--- src/sv/sfm_pkg.sv ---
// Shared types and constants for the substring first-match search block.
// Item operation codes and the command/result groups between top and core.
// No dependencies.
package sfm_pkg;

   localparam int DATA_W = 8;
   localparam int POS_W  = 16;

   typedef enum logic [1:0] {
      OP_CLEAR    = 2'd0,
      OP_APPEND   = 2'd1,
      OP_HAYSTACK = 2'd2,
      OP_IDLE     = 2'd3
   } op_type;

   typedef struct packed {
      logic              valid;
      op_type            op;
      logic [DATA_W-1:0] data_byte;
      logic              last;
   } sfm_cmd_type;

   typedef struct packed {
      logic             valid;
      logic             found;
      logic [POS_W-1:0] position;
   } sfm_result_type;

endpackage

--- src/sv/sfm_core.sv ---
// Search state and combinational match logic: needle and window shift lines,
// lane-parallel byte compare, fill/length/position counters.
// Depends on sfm_pkg.
module sfm_core
   import sfm_pkg::*;
#(
   parameter int MAX_NEEDLE    = 32,
   parameter int POSITION_BITS = 16
) (
   input  logic           clock,
   input  logic           reset,
   input  sfm_cmd_type    cmd,
   output sfm_result_type result
);

   localparam int LEN_W = $clog2(MAX_NEEDLE + 1);
   localparam int EXT_W = POSITION_BITS + POS_W;
   localparam logic [LEN_W-1:0]         LEN_MAX  = LEN_W'(MAX_NEEDLE);
   localparam logic [POSITION_BITS-1:0] SEEN_MAX = '1;

   // index 0 holds the newest byte in both lines, so lane j lines up directly
   logic [DATA_W-1:0] needle_ff [MAX_NEEDLE];
   logic [DATA_W-1:0] window_ff [MAX_NEEDLE];
   logic [DATA_W-1:0] needle_shift [MAX_NEEDLE];
   logic [DATA_W-1:0] window_shift [MAX_NEEDLE];
   logic              needle_we;
   logic              window_we;

   logic [LEN_W-1:0]         len_ff, len_in;
   logic [LEN_W-1:0]         fill_ff, fill_in;
   logic [POSITION_BITS-1:0] seen_ff, seen_in;
   logic                     done_ff, done_in;

   logic [MAX_NEEDLE-1:0] lane_ok;
   logic [LEN_W-1:0]      fill_step;
   logic                  match_hit;
   logic [EXT_W-1:0]      start_ext;

   always_comb begin
      needle_shift[0] = cmd.data_byte;
      window_shift[0] = cmd.data_byte;
      for (int j = 1; j < MAX_NEEDLE; j++) begin
         needle_shift[j] = needle_ff[j-1];
         window_shift[j] = window_ff[j-1];
      end
      for (int j = 0; j < MAX_NEEDLE; j++) begin
         lane_ok[j] = (LEN_W'(j) >= len_ff) || (window_shift[j] == needle_ff[j]);
      end
   end

   assign fill_step = (fill_ff == LEN_MAX) ? fill_ff : fill_ff + 1'b1;
   assign match_hit = (fill_step >= len_ff) && (&lane_ok);
   assign start_ext = EXT_W'(seen_ff) - EXT_W'(len_ff) + EXT_W'(1);

   always_comb begin
      len_in          = len_ff;
      fill_in         = fill_ff;
      seen_in         = seen_ff;
      done_in         = done_ff;
      needle_we       = 1'b0;
      window_we       = 1'b0;
      result.valid    = 1'b0;
      result.found    = 1'b0;
      result.position = '0;
      if (cmd.valid) begin
         case (cmd.op)
            OP_CLEAR: begin
               len_in  = '0;
               fill_in = '0;
               seen_in = '0;
               done_in = 1'b0;
            end
            OP_APPEND: begin
               if (len_ff != LEN_MAX) begin
                  needle_we = 1'b1;
                  len_in    = len_ff + 1'b1;
               end
               fill_in = '0;
               seen_in = '0;
               done_in = 1'b0;
            end
            OP_HAYSTACK: begin
               if (!done_ff) begin
                  if (len_ff == '0) begin
                     result.valid = 1'b1;
                     result.found = 1'b1;
                  end else begin
                     window_we = 1'b1;
                     fill_in   = fill_step;
                     if (match_hit) begin
                        result.valid    = 1'b1;
                        result.found    = 1'b1;
                        result.position = start_ext[POS_W-1:0];
                     end else if (cmd.last) begin
                        result.valid = 1'b1;
                     end
                  end
                  done_in = result.valid;
                  if (seen_ff != SEEN_MAX) begin
                     seen_in = seen_ff + 1'b1;
                  end
               end
               if (cmd.last) begin
                  fill_in = '0;
                  seen_in = '0;
                  done_in = 1'b0;
               end
            end
            default: begin
            end
         endcase
      end
   end

   always_ff @(posedge clock) begin
      if (reset) begin
         len_ff  <= '0;
         fill_ff <= '0;
         seen_ff <= '0;
         done_ff <= 1'b0;
      end else begin
         len_ff  <= len_in;
         fill_ff <= fill_in;
         seen_ff <= seen_in;
         done_ff <= done_in;
      end
   end

   always_ff @(posedge clock) begin
      if (needle_we) begin
         needle_ff <= needle_shift;
      end
      if (window_we) begin
         window_ff <= window_shift;
      end
   end

endmodule

--- src/sv/substring_first_match_top.sv ---
// Substring first-match search, top level: input register, search core, result register.
// Each item goes from the input register through the core to the result register.
// Throughput: one item per cycle into the core, except while rsp_stall holds a result.
// A held result stalls the input register only while rsp_stall is high.
// Synchronous active-high reset clears control state, needle length and search progress.
// Depends on sfm_pkg and sfm_core.
module substring_first_match_top
   import sfm_pkg::*;
#(
   parameter int MAX_NEEDLE    = 32,
   parameter int POSITION_BITS = 16
) (
   input  logic              clock,
   input  logic              reset,
   input  logic              req_valid,
   output logic              req_stall,
   input  logic [1:0]        req_operation,
   input  logic [DATA_W-1:0] req_data_byte,
   input  logic              req_last,
   output logic              rsp_valid,
   input  logic              rsp_stall,
   output logic              rsp_found,
   output logic [POS_W-1:0]  rsp_position
);

   logic              in_valid_ff, in_valid_in;
   logic [1:0]        in_op_ff;
   logic [DATA_W-1:0] in_data_ff;
   logic              in_last_ff;
   logic              rsp_valid_ff, rsp_valid_in;
   logic              rsp_found_ff;
   logic [POS_W-1:0]  rsp_position_ff;
   logic              advance;
   logic              req_take;
   sfm_cmd_type       cmd;
   sfm_result_type    result;

   assign advance   = !rsp_valid_ff || !rsp_stall;
   assign req_stall = in_valid_ff && !advance;
   assign req_take  = req_valid && !req_stall;

   assign cmd.valid     = in_valid_ff && advance;
   assign cmd.op        = op_type'(in_op_ff);
   assign cmd.data_byte = in_data_ff;
   assign cmd.last      = in_last_ff;

   sfm_core #(
      .MAX_NEEDLE    (MAX_NEEDLE),
      .POSITION_BITS (POSITION_BITS)
   ) u_core (
      .clock  (clock),
      .reset  (reset),
      .cmd    (cmd),
      .result (result)
   );

   always_comb begin
      in_valid_in = in_valid_ff && !advance;
      if (req_take) begin
         in_valid_in = 1'b1;
      end
      rsp_valid_in = advance ? result.valid : rsp_valid_ff;
   end

   always_ff @(posedge clock) begin
      if (reset) begin
         in_valid_ff  <= 1'b0;
         rsp_valid_ff <= 1'b0;
      end else begin
         in_valid_ff  <= in_valid_in;
         rsp_valid_ff <= rsp_valid_in;
      end
   end

   always_ff @(posedge clock) begin
      if (req_take) begin
         in_op_ff   <= req_operation;
         in_data_ff <= req_data_byte;
         in_last_ff <= req_last;
      end
      if (advance && result.valid) begin
         rsp_found_ff    <= result.found;
         rsp_position_ff <= result.position;
      end
   end

   assign rsp_valid    = rsp_valid_ff;
   assign rsp_found    = rsp_found_ff;
   assign rsp_position = rsp_position_ff;

endmodule

--- config.mk ---
export PLATFORM = sky130hd
export DESIGN_NAME = substring_first_match_top
export DESIGN_NICKNAME = d
export VERILOG_FILES = /design/src/sv/sfm_pkg.sv /design/src/sv/sfm_core.sv /design/src/sv/substring_first_match_top.sv
export SDC_FILE = /design/constraint.sdc
export NUM_CORES = 1
export LEC_CHECK = 0
export BUFFER_PORTS_ARGS = -buffer_cell sky130_fd_sc_hd__buf_2
export CAP_MARGIN = 20
export CORE_ASPECT_RATIO = 1.25
export CORE_MARGIN = 5
export CORE_UTILIZATION = 43
export DETAILED_ROUTE_END_ITERATION = 8
export GPL_ROUTABILITY_DRIVEN = 0
export SYNTH_ARGS = -nofsm -noshare
export SYNTH_HDL_FRONTEND = slang
export SYNTH_SLANG_ARGS = --single-unit
--- constraint.sdc ---
create_clock -name clock -period 47.4 [get_ports clock]
set_input_delay 7.11 -clock clock [delete_from_list [all_inputs] [get_ports clock]]
set_output_delay 7.11 -clock clock [all_outputs]
set_load 0.005 [all_outputs]
# After elaboration in Yosys (flattened, before gate mapping)
# Cells that the tools add are included.
# classes
n_addsub	5
order_cmp	33
eq_ne	41
mux	30
bitwise_logic	3
n_reduce_logical	54
# op_table
cell	count
== test 8 bit	32
>= comparator 5 x 6 -> 1 bit (first input constant)	16
two-way mux 16 bit	4
two-way mux 18 bit	3
>= comparator 4 x 6 -> 1 bit (first input constant)	8
logical OR 1 bit	33
adder 16 x 1 -> 16 bit (second input constant)	2
one-hot mux 16 bit (2 select lines)	1
AND reduction 32 bit	1
two-way mux 6 bit	5
>= comparator 3 x 6 -> 1 bit (first input constant)	4
one-hot mux 6 bit (2 select lines)	2
two-way mux 17 bit	1
!= test 16 bit (second input constant)	1
subtractor 16 x 6 -> 16 bit	1
adder 6 x 1 -> 6 bit (second input constant)	2
>= comparator 1 x 6 -> 1 bit (first input constant)	2
>= comparator 2 x 6 -> 1 bit (first input constant)	2
two-way mux 1 bit	12
AND reduction 4 bit	2
== test 6 bit (second input constant)	1
>= comparator 6 bit	1
logical NOT 6 bit	1
!= test 3 bit (second input constant)	2
other kinds (17)	27
# word_totals
regBits	563
in_bits	15
out_inout_bits	19
wordCells	240

# Depth between registers and ports, before layout
# depth
depth_word	10
mapped_depth	15
depth_no_buf	14

# By module
# From an unflattened synthesis, not the netlist that was laid out.
# hier_totals
hier_cells	1277
area_unflattened_um2	21797.2
# by_module_without_submodules
mod	instances	cells_per_inst	area_each_um2	seq_area_each_um2
sfm_core	1	1238	20862.5	15715.1
substring_first_match_top	1	39	934.6	880.8

# Least setup slack after synthesis
# Ideal clock, no wire load.
# synth_timing
path_type	input to register
startpoint	in rsp_stall
endpoint	reg u_core.len_ff[1]
setup_time_ps	119
t_arrival_ps	27253
required_ps	47281
setup_slack_ps	20028
cell_stages	6
n_path_buf	0
cell_sequence	nand2_1 nand2_1 or2_2 nor3b_1 a21oi_1 nor2_1
# synth_between
elab_chain_cells	4
# synth_rtl
element	line	source
from (decl)	substring_first_match_top.sv:21	input logic rsp_stall,
logical NOT 1 bit	substring_first_match_top.sv:38	assign advance = !rsp_valid_ff || !rsp_stall;
logical OR 1 bit	substring_first_match_top.sv:38	
logical AND 1 bit	substring_first_match_top.sv:42	assign cmd.valid = in_valid_ff && advance;
AND reduction 3 bit (no source line)	--	
to (signal assigned)	sfm_core.sv:122	len_ff <= len_in;
to (decl)	sfm_core.sv:29	logic [LEN_W-1:0] len_ff, len_in;
# No other way between the ends.
# A chain may end at the register's enable or synchronous reset.

# Worst setup path after layout
# layout_timing
startpoint	in rsp_stall
endpoint	out req_stall
# layout_between
elab_chain_cells	4
# layout_rtl
element	line	source
logical NOT 1 bit	substring_first_match_top.sv:38	
logical OR 1 bit	substring_first_match_top.sv:38	
logical NOT 1 bit	substring_first_match_top.sv:39	assign req_stall = in_valid_ff && !advance;
logical AND 1 bit	substring_first_match_top.sv:39	
to (decl)	substring_first_match_top.sv:16	output logic req_stall,
# No other way between the ends.

==> results.sh <==
export IMPL_ys_flop_type="edfxtp_1"
export IMPL_ant_nets=0
export IMPL_yosysWarnings=0
export IMPL_grt_overflow_total=0
export IMPL_postCtsSetupRepairBufs=0
export IMPL_dp_slack_ns=32.76
export IMPL_synth_cells=1260
export IMPL_yosysSeqAreaShare_pct=76.44
export IMPL_cts_max_level=2
export IMPL_critPathMaxFanout=3
export IMPL_worstReg2RegEnd="u_core.window_ff[167]$_DFFE_PP_"
export IMPL_antenna_found_initial=0
export IMPL_cap_violations=0
export IMPL_ctsHoldBuffers=0
export IMPL_synth_commonest_cells="532 x edfxtp_1, 196 x xor2_1, 91 x xnor2_1"
export IMPL_dp_hpwl_mm=26.16
export IMPL_hold_class="reg2reg"
export IMPL_cp_required_ns=40.29
export IMPL_hold_depth=0
export IMPL_routedWlPerCell_um=19.31
export IMPL_viasPerCell=5.058
export IMPL_min_to="u_core.window_ff[153]$_DFFE_PP_"
export IMPL_io_pins=34
export IMPL_grtUsageMet2_pct=26.16
export IMPL_end_kind="output pin"
export IMPL_vdd_ir_drop_max_mv=0.02708
export IMPL_rsz0062_at_grt="no"
export IMPL_finalSetupTns_ns=0
export IMPL_dp_cells=1946
export IMPL_stdcell_count=2050
export IMPL_yosys_area_top_type_share_pct=73.58
export IMPL_slew_limit_headroom_pct=29.54
export IMPL_die_height_um=261.2
export IMPL_status="finished, final reports clean"
export IMPL_layout_drive_gt1_share_pct=8.764
export IMPL_grt_pass1_wl_mm=61.06
export IMPL_setup_viol=0
export IMPL_cts_sinks=563
export IMPL_synth_seq_cells=563
export IMPL_synth_area_um2=21710
export IMPL_fp_row_count=92
export IMPL_start_kind="input pin"
export IMPL_regArea_um2=16600
export IMPL_yosysUniqueCellTypes=52
export IMPL_synth_most_common_cell="edfxtp_1"
export IMPL_cts_root_buf="clkbuf_16"
export IMPL_area_growth_pct=12.22
export IMPL_final_hold_viol_count=0
export IMPL_vias=10368
export IMPL_grt_max_degree=183
export IMPL_rr_startpoint="u_core.len_ff[1]$_SDFFE_PP0P_"
export IMPL_power_leakage_nw=8.036
export IMPL_tightestPinTransition_ns=1.057
export IMPL_clock_path_buffers=3
export IMPL_fillerInstances=4328
export IMPL_initial_core_util_pct=43.26
export IMPL_reg2reg_slack_ns=42.85
export IMPL_die_area_um2=55120
export IMPL_synth_area_per_cell_um2=17.23
export IMPL_yosys_area_top_type="edfxtp_1"
export IMPL_drt_iter0_drc=688
export IMPL_fin_total_pwr_mw=0.9603
export IMPL_slew_viol_final=0
export IMPL_path_class="in2out"
export IMPL_fin_crit_sh_pct=30.89
export IMPL_clk_pin_slew_ns=0.06
export IMPL_use_met3_pct=2.744
export IMPL_post_route_cell_area_um2=24370
export IMPL_hp_start="u_core.window_ff[161]$_DFFE_PP_"
export IMPL_arrival_ns=7.53
export IMPL_met1_usage_pct=17.14
export IMPL_port_buffers=33
export IMPL_fmax_mhz=68.31
export IMPL_fin_ws_ns=32.76
export IMPL_async_flop_share_pct=0
export IMPL_wl_mm=39.58
export IMPL_worstSkewPairLatency_ns=0.60
export IMPL_place_area_um2=22720
export IMPL_cts_inserted_buffers=55
export IMPL_synthesis_nets=1318
export IMPL_cts_tree="yes"
export IMPL_coreArea_um2=50190
export IMPL_drcViolationCount=0
export IMPL_diodes=0
export IMPL_gr_max_usage_layer="met2"
export IMPL_reg2regPathDepth=6
export IMPL_cts_resized=0
export IMPL_multiInputGateArea_um2=4966
export IMPL_fp_dieW_um=211.0
export IMPL_worst_clock_skew_ns=0.02113
export IMPL_finalNetCount=1404
export IMPL_grt_pass1_vias=10812
export IMPL_synth_edf_count=532
export IMPL_layout_min_cycle_time_ns=14.64
export IMPL_synth_area_leaders="edfxtp_1 74%, xor2_1 7.9%, xnor2_1 3.7%"
export IMPL_drtPass1Iterations=5
export IMPL_track_usage_pct=14.29
export IMPL_power_density_nw_per_um2=39.41
cells in the final DEF (no fill, tap or decap), types with 3 or more instances in the layout:
cell type,n
buf_4,6
clkinv_2,8
ha_1,42
inv_1,30
buf_2,33
nand3_1,11
nor2b_1,7
or3_1,3
inv_6,3
nor2_1,59
clkinv_1,10
nor3_1,8
nand2_1,29
a21o_1,6
o211ai_1,3
nand4_1,26
clkbuf_1,24
xor2_1,196
a21oi_1,35
nor4_1,50
o21ai_0,16
a211oi_1,6
a31oi_1,7
edfxtp_1,532
a22oi_1,10
a41o_1,3
clkbuf_16,55
nand2b_1,4
dfxtp_1,31
and3_1,7
o21bai_1,4
o22ai_1,4
xnor2_1,91
critical path: stages:
cell and delay, ns:
buf_2 0.11, and3_1 0.18, buf_2 0.13
sequential cells by signal (all words and copies together), names as in the netlist:
register	flops
in_valid_ff	1
in_last_ff	1
u_core.fill_ff	6
rsp_found	1
u_core.needle_ff	256
rsp_valid	1
u_core.done_ff	1
in_op_ff	2
u_core.seen_ff	16
u_core.len_ff	6
rsp_position	16
u_core.window_ff	248
in_data_ff	8
where the power goes:
group          internal [mW]  switching, mW  leakage [nW]
Clock                  0.226          0.176         0.795
Combinational        0.00367        0.00721          2.17
Sequential             0.544        0.00339          5.07
Total                  0.773          0.187          8.04
worst max path at each step:
| stage | startpoint | end | slack [ns] | cells past startpoint |
|---|---|---|---|---|
| after CTS | rsp_stall | req_stall | 32.76 | 3 |
| final | rsp_stall | req_stall | 32.76 | 3 |
| after global placement | rsp_stall | req_stall | 32.76 | 3 |
| after floorplan | rsp_stall | u_core.len_ff[1]$_SDFFE_PP0P_ | 20.03 | 6 |
| after detailed placement | rsp_stall | req_stall | 32.76 | 3 |
| after global routing | rsp_stall | req_stall | 32.71 | 3 |
per-stage QoR:
stage / hold slack [ns] / util (%)
after global routing: 0.4728 / 48.55
final: 0.4605 / 48.55
after detailed placement: 0.4545 / 45.27
after floorplan: 0.4473 / -
after CTS: 0.4643 / 48.53
after global placement: 0.4484 / 45.27
cell type report:
class / instances / share of cell area (%)
timing repair buffer: 40 / 0.9448
inverter: 30 / 0.4622
multi-input combinational: 656 / 20.38
clock buffer: 79 / 6.018
sequential: 563 / 68.11
clock inverter: 24 / 0.7035
tap: 658 / 3.379
per-layer routing:
| layer | part of all wire (%) | up-vias |
|---|---|---|
| li1 | - | 4915 |
| met1 | 40 | 5261 |
| met2 | 54 | 136 |
| met3 | 3.7 | 56 |
| met4 | 2.2 | 0 |
| met5 | 0 | - |
logic make-up (layout without fill, tap and decap cells):
kind of cell | count (synthesis) | after routing | synth area share [%]
compound gates | 108 | 108 | 3.417
flops | 563 | 563 | 76.44
mux | 1 | 1 | 0.04610
buf+inv | 41 | 173 | 0.7491
simple gates | 217 | 217 | 5.261
xor+xnor | 287 | 287 | 11.58
fa+ha+maj | 43 | 43 | 2.513
Power figures use the tool's default switching activity.
